<file path="src/rtl/vfa_pkg.sv">
// Package with the types, operation codes and saturation helper of the vector ALU.
`default_nettype none
package vfa_pkg;
	localparam int WORD_W = 32;
	localparam int FRAC_BITS_DEF = 16;
	localparam int SQ_STAGES = 32;

	localparam logic [3:0] OP_SUM = 4'd0;
	localparam logic [3:0] OP_SUB = 4'd1;
	localparam logic [3:0] OP_MUL = 4'd2;
	localparam logic [3:0] OP_SCALE = 4'd3;
	localparam logic [3:0] OP_ADDSCALE = 4'd4;
	localparam logic [3:0] OP_CROSS = 4'd5;
	localparam logic [3:0] OP_DOT = 4'd6;
	localparam logic [3:0] OP_LENGTH = 4'd7;
	localparam logic [3:0] OP_NORM = 4'd8;
	localparam logic [3:0] OP_ABS = 4'd9;

	typedef logic signed [WORD_W-1:0] word_t;
	typedef logic signed [63:0] wide_t;

	typedef struct packed {
		logic [3:0] mode;
		word_t a_x;
		word_t a_y;
		word_t a_z;
		word_t b_x;
		word_t b_y;
		word_t b_z;
		word_t scale_factor;
	} in_item_t;

	typedef struct packed {
		word_t r_x;
		word_t r_y;
		word_t r_z;
		word_t scalar_out;
		logic overflow;
		logic zero_length;
	} out_item_t;

	typedef struct packed {
		logic [3:0] mode;
		logic [2:0][WORD_W-1:0] a;
		logic [2:0][63:0] val;
		logic [63:0] dot;
	} side_t;

	typedef struct packed {
		logic ovf;
		word_t val;
	} sat_t;

	function automatic sat_t sat32(wide_t v);
		sat_t r;
		r.ovf = 1'b0;
		r.val = v[WORD_W-1:0];
		if (v > 64'sd2147483647) begin
			r.ovf = 1'b1;
			r.val = 32'sh7fffffff;
		end else if (v < -64'sd2147483648) begin
			r.ovf = 1'b1;
			r.val = 32'sh80000000;
		end
		return r;
	endfunction
endpackage
`default_nettype wire

</file>
<file path="src/rtl/vfa_div.sv">
// Pipelined restoring divider of a magnitude shifted by the fraction bits, one quotient bit a stage.
`default_nettype none
module vfa_div import vfa_pkg::*; #(
	parameter int FRAC_BITS = FRAC_BITS_DEF
) (
	input wire logic clk,
	input wire logic en,
	input wire logic [WORD_W-1:0] n,
	input wire logic [WORD_W-1:0] d,
	output logic [FRAC_BITS:0] q
);
	localparam int NW = WORD_W + FRAC_BITS + 1;
	localparam int ST = FRAC_BITS + 1;

	logic [NW-1:0] rem_q [ST];
	logic [WORD_W-1:0] d_q [ST];
	logic [FRAC_BITS:0] q_q [ST];

	for (genvar s = 0; s < ST; s++) begin : g_stage
		localparam int BIT = FRAC_BITS - s;
		logic [NW-1:0] rem_in, sub;
		logic [WORD_W-1:0] d_in;
		logic [FRAC_BITS:0] q_in;
		if (s == 0) begin : g_first
			assign rem_in = {1'b0, n, {FRAC_BITS{1'b0}}};
			assign d_in = d;
			assign q_in = '0;
		end else begin : g_next
			assign rem_in = rem_q[s-1];
			assign d_in = d_q[s-1];
			assign q_in = q_q[s-1];
		end
		assign sub = NW'(d_in) << BIT;
		always_ff @(posedge clk) begin
			if (en) begin
				d_q[s] <= d_in;
				if (rem_in >= sub) begin
					rem_q[s] <= rem_in - sub;
					q_q[s] <= q_in | ((FRAC_BITS + 1)'(1) << BIT);
				end else begin
					rem_q[s] <= rem_in;
					q_q[s] <= q_in;
				end
			end
		end
	end

	assign q = q_q[ST-1];
endmodule
`default_nettype wire

</file>
<file path="config.mk">
export PLATFORM = sky130hd
export DESIGN_NAME = vfa_div
export DESIGN_NICKNAME = d
export VERILOG_FILES = /design/src/rtl/vfa_pkg.sv /design/src/rtl/vfa_div.sv
export SDC_FILE = /design/constraint.sdc
export NUM_CORES = 2
export LEC_CHECK = 0
export BUFFER_PORTS_ARGS = -buffer_cell sky130_fd_sc_hd__buf_2
export CAP_MARGIN = 20
export CELL_PAD_IN_SITES_DETAIL_PLACEMENT = 1
export CELL_PAD_IN_SITES_GLOBAL_PLACEMENT = 1
export CORE_ASPECT_RATIO = 1.4
export CORE_MARGIN = 8
export CORE_UTILIZATION = 53
export CTS_BUF_LIST = sky130_fd_sc_hd__clkbuf_4
export CTS_CLUSTER_DIAMETER = 50
export DETAILED_ROUTE_END_ITERATION = 16
export PLACE_DENSITY_LB_ADDON = 0.3
export SLEW_MARGIN = 10
export SYNTH_ARGS = -nofsm -noshare
export SYNTH_HDL_FRONTEND = slang
export SYNTH_SLANG_ARGS = --single-unit
</file>
<file path="constraint.sdc">
create_clock -name clk -period 5.4 [get_ports clk]
set_input_delay 1.08 -clock clk [delete_from_list [all_inputs] [get_ports clk]]
set_output_delay 1.08 -clock clk [all_outputs]
set_load 0.005 [all_outputs]
</file>
==> metrics <==
mean area per synthesized cell=10.5 um^2; FMAX=217 MHz; vias in the first global route=66700; Num CTS Buffers=340; Power Density=528 mW/mm^2; Max Cap Violations=0; async set-reset flop share out of synthesis=0; CTS tree=built; hold-fix buffers at CTS=62; Fillers=15900; Most used DFF post-synth=edfxtp_1; 1st-pass router iterations=11; Mapped Area=0.0780 mm^2; fin worst setup slack=790 ps; Clock transition at path regs=70 ps; # setup viols final=0; status=finished, violations left; reg-to-reg critical path endpoint=rem_q[2][17]; Starting Density=0.533; Worst setup endpoint=rem_q[2][17]; Post-Layout Cell Count=9958; Crit. End Element=flop; leak pwr=34.7 nW; Vias=58800; largest net degree at the start of global routing=183; Buffers on Ports=82; final hold vios=0; syn_nets=8065; IO Pins=83; initial antenna violation count=3; post-DP HPWL=177000 um; RSZ-0062 raised after global routing=false; failing checks=design-rule violations; Arr. time, crit path=5660 ps; crit path launch type=flop; placed cells=9317; grt ovf=0; WS Path Type=flop to flop; H-tree depth=5; Critical Path RT=6450 ps; r2r setup slk=790 ps; Mapped Cells=7440; Ys Warns=0; worst r2r path cells=13; Peak VDD IR=0.238 mV; Rows=166; Yosys reg bits=1313; first-pass GRT wire length=349000 um; Hold Startpoint=n[18]; Tcrit/Tclk final=0.854; routed wire length=226000 um; Slew @ Worst Pin=1120 ps; drt wl/cell=22.7 um; final net count=8415; Skew-Pair Late Insertion Delay=1360 ps; Multi-input gate area=0.0353 mm^2; Post-synth EDFFs=1313; Clock Skew=122 ps; CTS Buffer Depth=4; Slew headroom=0.244; Post-route DRC=1; routed vias/inst=5.91; Worst setup startpoint=d_q[0][33]; sequential share of the synthesized area=0.506; DIE WIDTH=340 um; Routed Antenna Nets=0; R2R Path Start=d_q[0][33]; Final Critical Period=4610 ps; CTS sink cnt=1313; postcts setup bufs=0; GP Congestion=0.970; core area=0.146 mm^2; HP Class=input port to flop; Die Height=470 um; Slew Viols, Final=0; Place WS=523 ps; Final Power=45.2 mW; worst-path maximum fanout=30; total negative slack=0 ps; post-synthesis cell type count=94; Area growth, synth to finish=9.78%; clk root buf=clkbuf_4; total die area=0.160 mm^2; CTS-repair resized insts=0; proportion of layout cells with a drive suffix above 1=0.105; initial DRC count=2234; total track usage=0.277; FF+latch area=0.0394 mm^2
-- cell usage in the layout, fill, tap and decap left out, drive strengths merged, types with 34 or more instances in the layout --
master	instances
edfxtp	1313
nand2	702
inv	685
o21ai	611
a21oi	556
ha	543
clkbuf	489
nor2	421
a21o	314
xor2	281
xnor2	279
buf	169
nand3	136
nor3	126
nand4	99
mux2	82
nor2b	81
nand2b	79
o21a	75
clkinv	74
nor4	66
o21bai	65
and3	63
dlygate4sd3	62
a211oi	57
a31oi	54
or3	48
o31ai	41
o211ai	34
-- through the flow --
step	util	cell area, um^2	hold WS, ps
after detailed placement	0.553	80900	405
after floorplan	-	78000	400
final	0.586	85600	166
after global routing	0.586	85600	67.7
after global placement	0.553	80900	400
after CTS	0.585	85600	9.07
-- logic make-up (layout without fill, tap and decap cells) --
| family | Yosys count | after routing | share of synthesized area |
|---|---|---|---|
| AND/OR/NAND/NOR | 1973 | 1973 | 0.121 |
| XOR/XNOR | 560 | 560 | 0.0629 |
| adder cells (fa/ha/maj) | 559 | 559 | 0.0912 |
| buffers and inverters | 900 | 1480 | 0.0435 |
| AO/OA/AOI/OAI | 2048 | 2048 | 0.164 |
| other | 0 | 6 | 0 |
| flip-flops | 1313 | 1313 | 0.506 |
| multiplexers | 87 | 87 | 0.0125 |
-- where the power goes --
part	total (mW)	internal, mW	switching [mW]
sequential	16.4	14.9	1.57
combinational	20.5	8.18	12.3
clock	8.29	4.19	4.10
total	45.2	27.2	18.0
-- metal layers --
layer	global-route usage	share of wire	vias to the layer above
met5	0	0	-
met4	0.277	0.11	0
met3	0.0399	0.027	919
met2	0.573	0.58	1338
met1	0.198	0.28	28600
li1	-	-	28000
-- cell usage after synthesis (all sizes together), types with 21 or more instances --
library cell | instances | area share
a21o | 314 | 0.030
or3 | 48 | 0.0040
nand2b | 79 | 0.0063
o211ai | 34 | 0.0033
nand3 | 136 | 0.0087
xor2 | 281 | 0.032
a31oi | 54 | 0.0043
buf | 22 | 0.0012
o21a | 75 | 0.0072
a21oi | 556 | 0.036
nor4 | 66 | 0.0055
nor2b | 81 | 0.0065
ha | 543 | 0.087
edfxtp | 1313 | 0.51
nand4 | 99 | 0.0079
inv | 677 | 0.033
o31a | 32 | 0.0036
o2111ai | 21 | 0.0026
and3 | 63 | 0.0051
mux2 | 82 | 0.012
a21boi | 22 | 0.0021
nor3 | 126 | 0.0081
o21ai | 611 | 0.039
nor2 | 421 | 0.020
or2 | 32 | 0.0026
xnor2 | 279 | 0.031
o21bai | 65 | 0.0063
nand2 | 702 | 0.034
and2 | 32 | 0.0026
a211oi | 57 | 0.0056
clkbuf | 201 | 0.0097
o31ai | 41 | 0.0041
-- final cells by class --
class | count | share of cell area
multi-input combinational | 5227 | 0.412
timing repair buffer | 231 | 0.0220
clock buffer | 489 | 0.0429
clock inverter | 83 | 0.00433
tap | 1932 | 0.0282
antenna | 6 | 0.000175
sequential | 1313 | 0.460
inverter | 677 | 0.0297
-- worst min-delay path by stage --
stage / endpoint / cells after the start / slack, ps
finish: rem_q[0][34] / 2 / 170
CTS: rem_q[0][34] / 2 / 9
global route: rem_q[0][34] / 2 / 70
global placement: q_q[11][15] / 0 / 400
detailed placement: q_q[3][16] / 0 / 410
floorplan: q_q[10][10] / 0 / 400
-- worst max-delay path: stages (launching register included) --
cell and delay, ps:
edfxtp_1 420, inv_1 70, ha_1 290, nor2b_1 200, o31ai_1 130, a21oi_1 390
o211ai_1 320, a21oi_1 340, o21ai_0 180, o21ai_0 270, a21oi_1 190, o21ai_4 850
buf_4 320, mux2_2 360
-- flip-flops by register name, summed over array words and instances (netlist names) --
| register | flops |
|---|---|
| d_q | 512 |
| q_q | 153 |
| rem_q | 648 |
Note: power is estimated with default switching activity, not from simulation.
