$ cat config.mk
export PLATFORM = sky130hd
export DESIGN_NAME = vfa_isqrt
export DESIGN_NICKNAME = d
export VERILOG_FILES = /design/src/rtl/vfa_pkg.sv /design/src/rtl/vfa_isqrt.sv
export SDC_FILE = /design/constraint.sdc
export NUM_CORES = 2
export LEC_CHECK = 0
export BUFFER_PORTS_ARGS = -buffer_cell sky130_fd_sc_hd__buf_2
export CAP_MARGIN = 20
export CORE_MARGIN = 3
export CORE_UTILIZATION = 35
export DETAILED_ROUTE_END_ITERATION = 8
export PLACE_DENSITY = 0.56
export SLEW_MARGIN = 15
export SYNTH_ARGS = -nofsm -noshare
export SYNTH_HDL_FRONTEND = slang
export SYNTH_SLANG_ARGS = --single-unit
$ cat constraint.sdc
create_clock -name clk -period 5.3 [get_ports clk]
set_input_delay 0.53 -clock clk [delete_from_list [all_inputs] [get_ports clk]]
set_output_delay 0.53 -clock clk [all_outputs]
set_load 0.05 [all_outputs]
$ cat src/rtl/vfa_pkg.sv
// Package with the types, operation codes and saturation helper of the vector ALU.
`default_nettype none
package vfa_pkg;
	localparam int WORD_W = 32;
	localparam int FRAC_BITS_DEF = 16;
	localparam int SQ_STAGES = 32;

	localparam logic [3:0] OP_SUM = 4'd0;
	localparam logic [3:0] OP_SUB = 4'd1;
	localparam logic [3:0] OP_MUL = 4'd2;
	localparam logic [3:0] OP_SCALE = 4'd3;
	localparam logic [3:0] OP_ADDSCALE = 4'd4;
	localparam logic [3:0] OP_CROSS = 4'd5;
	localparam logic [3:0] OP_DOT = 4'd6;
	localparam logic [3:0] OP_LENGTH = 4'd7;
	localparam logic [3:0] OP_NORM = 4'd8;
	localparam logic [3:0] OP_ABS = 4'd9;

	typedef logic signed [WORD_W-1:0] word_t;
	typedef logic signed [63:0] wide_t;

	typedef struct packed {
		logic [3:0] mode;
		word_t a_x;
		word_t a_y;
		word_t a_z;
		word_t b_x;
		word_t b_y;
		word_t b_z;
		word_t scale_factor;
	} in_item_t;

	typedef struct packed {
		word_t r_x;
		word_t r_y;
		word_t r_z;
		word_t scalar_out;
		logic overflow;
		logic zero_length;
	} out_item_t;

	typedef struct packed {
		logic [3:0] mode;
		logic [2:0][WORD_W-1:0] a;
		logic [2:0][63:0] val;
		logic [63:0] dot;
	} side_t;

	typedef struct packed {
		logic ovf;
		word_t val;
	} sat_t;

	function automatic sat_t sat32(wide_t v);
		sat_t r;
		r.ovf = 1'b0;
		r.val = v[WORD_W-1:0];
		if (v > 64'sd2147483647) begin
			r.ovf = 1'b1;
			r.val = 32'sh7fffffff;
		end else if (v < -64'sd2147483648) begin
			r.ovf = 1'b1;
			r.val = 32'sh80000000;
		end
		return r;
	endfunction
endpackage
`default_nettype wire

$ cat src/rtl/vfa_isqrt.sv
// Pipelined integer square root, one result bit per stage.
`default_nettype none
module vfa_isqrt import vfa_pkg::*; (
	input wire logic clk,
	input wire logic en,
	input wire logic [63:0] x,
	output logic [SQ_STAGES-1:0] root
);
	logic [63:0] rem_q [SQ_STAGES];
	logic [SQ_STAGES-1:0] root_q [SQ_STAGES];

	for (genvar s = 0; s < SQ_STAGES; s++) begin : g_stage
		localparam int BIT = SQ_STAGES - 1 - s;
		logic [63:0] rem_in, trial;
		logic [SQ_STAGES-1:0] root_in;
		if (s == 0) begin : g_first
			assign rem_in = x;
			assign root_in = '0;
		end else begin : g_next
			assign rem_in = rem_q[s-1];
			assign root_in = root_q[s-1];
		end
		assign trial = ({32'b0, root_in} << (BIT + 1)) + (64'd1 << (2 * BIT));
		always_ff @(posedge clk) begin
			if (en) begin
				if (rem_in >= trial) begin
					rem_q[s] <= rem_in - trial;
					root_q[s] <= root_in | (SQ_STAGES'(1) << BIT);
				end else begin
					rem_q[s] <= rem_in;
					root_q[s] <= root_in;
				end
			end
		end
	end

	assign root = root_q[SQ_STAGES-1];
endmodule
`default_nettype wire

==> run metrics <==
filler instances 32143; cell with the biggest individual delay on the critical path sky130_fd_sc_hd__or3_1; static power due to leakage 50.84 nW; Post-Syn Area approximately 120000 sq um; count of flip-flops with a built-in enable after synthesis between 2000 and 3000; GRT Util Overall 0.1730; placed cell count 14284; number of max-cap violations 0; area of the die 353400 sq um; Mapped Avg Cell Area 12.41 sq um; highest attainable clock frequency about 210 MHz; proportion of netlist area held by the largest area contributor 0.6223; x dimension of the die around 600 um; kind of end point of the critical path flip-flop; number of buffers created by CTS around 290; Detailed Routing Iterations Pass 1 6; count of hold buffers inserted by post-cts repair 64; vertical extent of the die 594.5 um; CTS HTree Levels 5; Setup Buffers After CTS 0; Crit path max-delay family simple AND/OR/NAND/NOR gates; maximum number of pins on one net before global-route repair 183; Critical Path Source Type flip-flop; peak ir drop on the vdd network 308.4 uV; leading post-synthesis cells by instance count sky130_fd_sc_hd__edfxtp_1, sky130_fd_sc_hd__nand2_1, sky130_fd_sc_hd__inv_1; synth-to-layout area growth 13.41%; post-route DRC violation count 0; footprint of the multi-input gates roughly 42000 sq um; cell with the most instances after synthesis sky130_fd_sc_hd__edfxtp_1; final hold violation count 0; part of the cycle the worst path needs 0.9022; delay contributed by the slowest stage of the critical path roughly 0.58 ns; Final HPWL DP around 240 mm; Max Fanout on Critical Path 9; Yosys top cell by area sky130_fd_sc_hd__edfxtp_1; count of routing violations after the opening detailed-route iteration between 7000 and 8000; number of antenna violations at the first check in global routing 6; buffers from clock root to sink, at most 4; Tmin final 4.782 ns; clock latency at the later pin of the worst-skew pair approximately 0.9 ns; PwrDens ~430 nW/um^2; Port Buffers 97; setup TNS after final layout 0 ns; Non-Filler Instances between 10000 and 15000; unrepaired setup endpoints after global routing no; CTS clock-pin slew for the worst setup and hold paths about 0.06 ns; buffers and inverters on the worst path 0; Post-Syn Instances 9770; Final Routed Wirelength about 320 mm; worst endpoint required time 5.85 ns; fraction of final layout cells with drive strength greater than 1 0.07135; CTS resizes 0; Floorplan Core Area 343800 sq um; worst slew slack as a fraction of its limit 0.1668; worst-margin pin slew 1.242 ns; # nets final approximately 11000; post-synthesis cell type count 90; average wire per standard cell around 21 um; Synth Flop Type sky130_fd_sc_hd__edfxtp_1; status finished, final reports clean; final RePlAce weighted congestion around 0.94; core occupancy in the finished layout 0.3999; Post-Synthesis Net Count approximately 10000; ranking of synthesized cells by area sky130_fd_sc_hd__edfxtp_1, sky130_fd_sc_hd__ha_1, sky130_fd_sc_hd__xor2_1; number of global-route vias before repair 76181; num ports 98; ANT nets after route 0; first-pass GRT wire length around 480 mm; classification of the worst-slack hold path input pin to flip-flop; Clock Sink Count 2512; Warnings, synthesis 0; flip-flop and latch area about 75000 sq um; sequential fraction of the synthesis area 0.6223; routed vias 79017; vias per std cell around 5.3; Worst Path Arrival approximately 5.3 ns; initial standard-cell utilization of the core 0.3526; clock tree from TritonCTS done; critical-path cell list ha_1 > nand4_1 > or3_1 > nor3_1 > o211ai_1 > nand4b_1 > a211oi_4 > or4_1 > or3_1 > nor4_1 > xor2_1; final setup violating endpoints 0; classification of the worst setup path flip-flop to flip-flop; root buf cell sky130_fd_sc_hd__clkbuf_16; cell type with the highest occurrence count on the critical path sky130_fd_sc_hd__or3_1; number of register bits inferred by synthesis 2512; number of max-slew violations in the final report 0; number of rows created at floorplan around 220; Async S/R FF share, synth 0; total gr overflow 0; clock tree skew after final layout around 0.12 ns
==> worst reg2reg max path, cell delays in order, from the launching register on <==
cell                       delay (ns)
sky130_fd_sc_hd__edfxtp_1        0.42
sky130_fd_sc_hd__ha_1            0.49
sky130_fd_sc_hd__nand4_1         0.19
sky130_fd_sc_hd__or3_1           0.38
sky130_fd_sc_hd__nor3_1          0.47
sky130_fd_sc_hd__o211ai_1        0.45
sky130_fd_sc_hd__nand4b_1        0.39
sky130_fd_sc_hd__a211oi_4        0.12
sky130_fd_sc_hd__or4_1           0.50
sky130_fd_sc_hd__or3_1           0.58
sky130_fd_sc_hd__nor4_1          0.34
sky130_fd_sc_hd__xor2_1          0.12
==> per-stage QoR <==
stage          instance area [sq um]  hold slack (ns)  total power, W  setup slack, ns
6_report                      137500           0.2820         0.05938           0.5182
5_1_grt                       137500           0.2650         0.06228           0.2835
4_1_cts                       137400           0.2198         0.05979           0.5884
3_5_place_dp                  127500           0.4280         0.03978           0.6249
3_3_place_gp                  127400           0.4261         0.03970           0.6845
2_1_floorplan                 121200           0.4166         0.03554           0.9044
==> path summary, 6_finish.rpt <==
kind / start / end / cells past startpoint / slack [ns]
worst max-delay path: rem_q[1][665] / rem_q[1][764] / 11 / 0.52
worst min-delay path: en / root_q[1][510] / 2 / 0.28
worst max register to register: rem_q[1][665] / rem_q[1][764] / 11 / 0.52
worst min register to register: root_q[1][276] / root_q[1][308] / 0 / 0.39
==> flip-flops by register name (all words and copies together) (netlist names) <==
signal and flops:
rem_q 1984, root_q 528
==> kinds of logic after synthesis <==
logic type,share of synthesized area
multiplexers,0.004717
flip-flops,0.6223
XOR/XNOR,0.06344
buffers and inverters,0.02897
adder cells (fa/ha/maj),0.05759
AO/OA/AOI/OAI,0.09624
AND/OR/NAND/NOR,0.1268
==> metal layers <==
| metal | global-route usage | vias up | part of all wire |
|---|---|---|---|
| met5 | 0 | - | 0.00011 |
| met4 | 0.05072 | 4 | 0.030 |
| met3 | 0.03206 | 486 | 0.071 |
| met2 | 0.2662 | 2686 | 0.44 |
| met1 | 0.2481 | 38563 | 0.46 |
| li1 | - | 37278 | - |
==> where the power goes <==
part           internal (W)  switching [W]  total [W]
Sequential           0.0252        0.00217     0.0274
Clock                0.0116        0.00807     0.0197
Combinational       0.00478        0.00757     0.0123
Total                0.0416         0.0178     0.0594
==> placed cells by master (no fill, tap or decap), types with 122 or more instances in the layout <==
cell	netlist	routed
sky130_fd_sc_hd__a21o_1	224	224
sky130_fd_sc_hd__a21oi_1	537	537
sky130_fd_sc_hd__clkbuf_16	0	293
sky130_fd_sc_hd__edfxtp_1	2512	2512
sky130_fd_sc_hd__ha_1	558	558
sky130_fd_sc_hd__inv_1	699	698
sky130_fd_sc_hd__nand2_1	712	712
sky130_fd_sc_hd__nand3_1	163	163
sky130_fd_sc_hd__nand4_1	146	146
sky130_fd_sc_hd__nor2_1	581	580
sky130_fd_sc_hd__nor3_1	277	275
sky130_fd_sc_hd__nor4_1	373	368
sky130_fd_sc_hd__o21a_1	135	134
sky130_fd_sc_hd__o21ai_0	467	467
sky130_fd_sc_hd__or3_1	122	122
sky130_fd_sc_hd__xnor2_1	404	404
sky130_fd_sc_hd__xor2_1	474	474
==> layout make-up <==
cell class              instances  area share
flip-flops and latches       2512      0.5487
multi-input cells            6327      0.3085
clock buffers                 331     0.05437
well taps                    4557     0.04147
inverters                     702     0.01917
repair buffers                255     0.01456
clock inverters               175     0.01324
diodes                          3  0.00005461
Note: power is estimated with default switching activity, not from simulation.
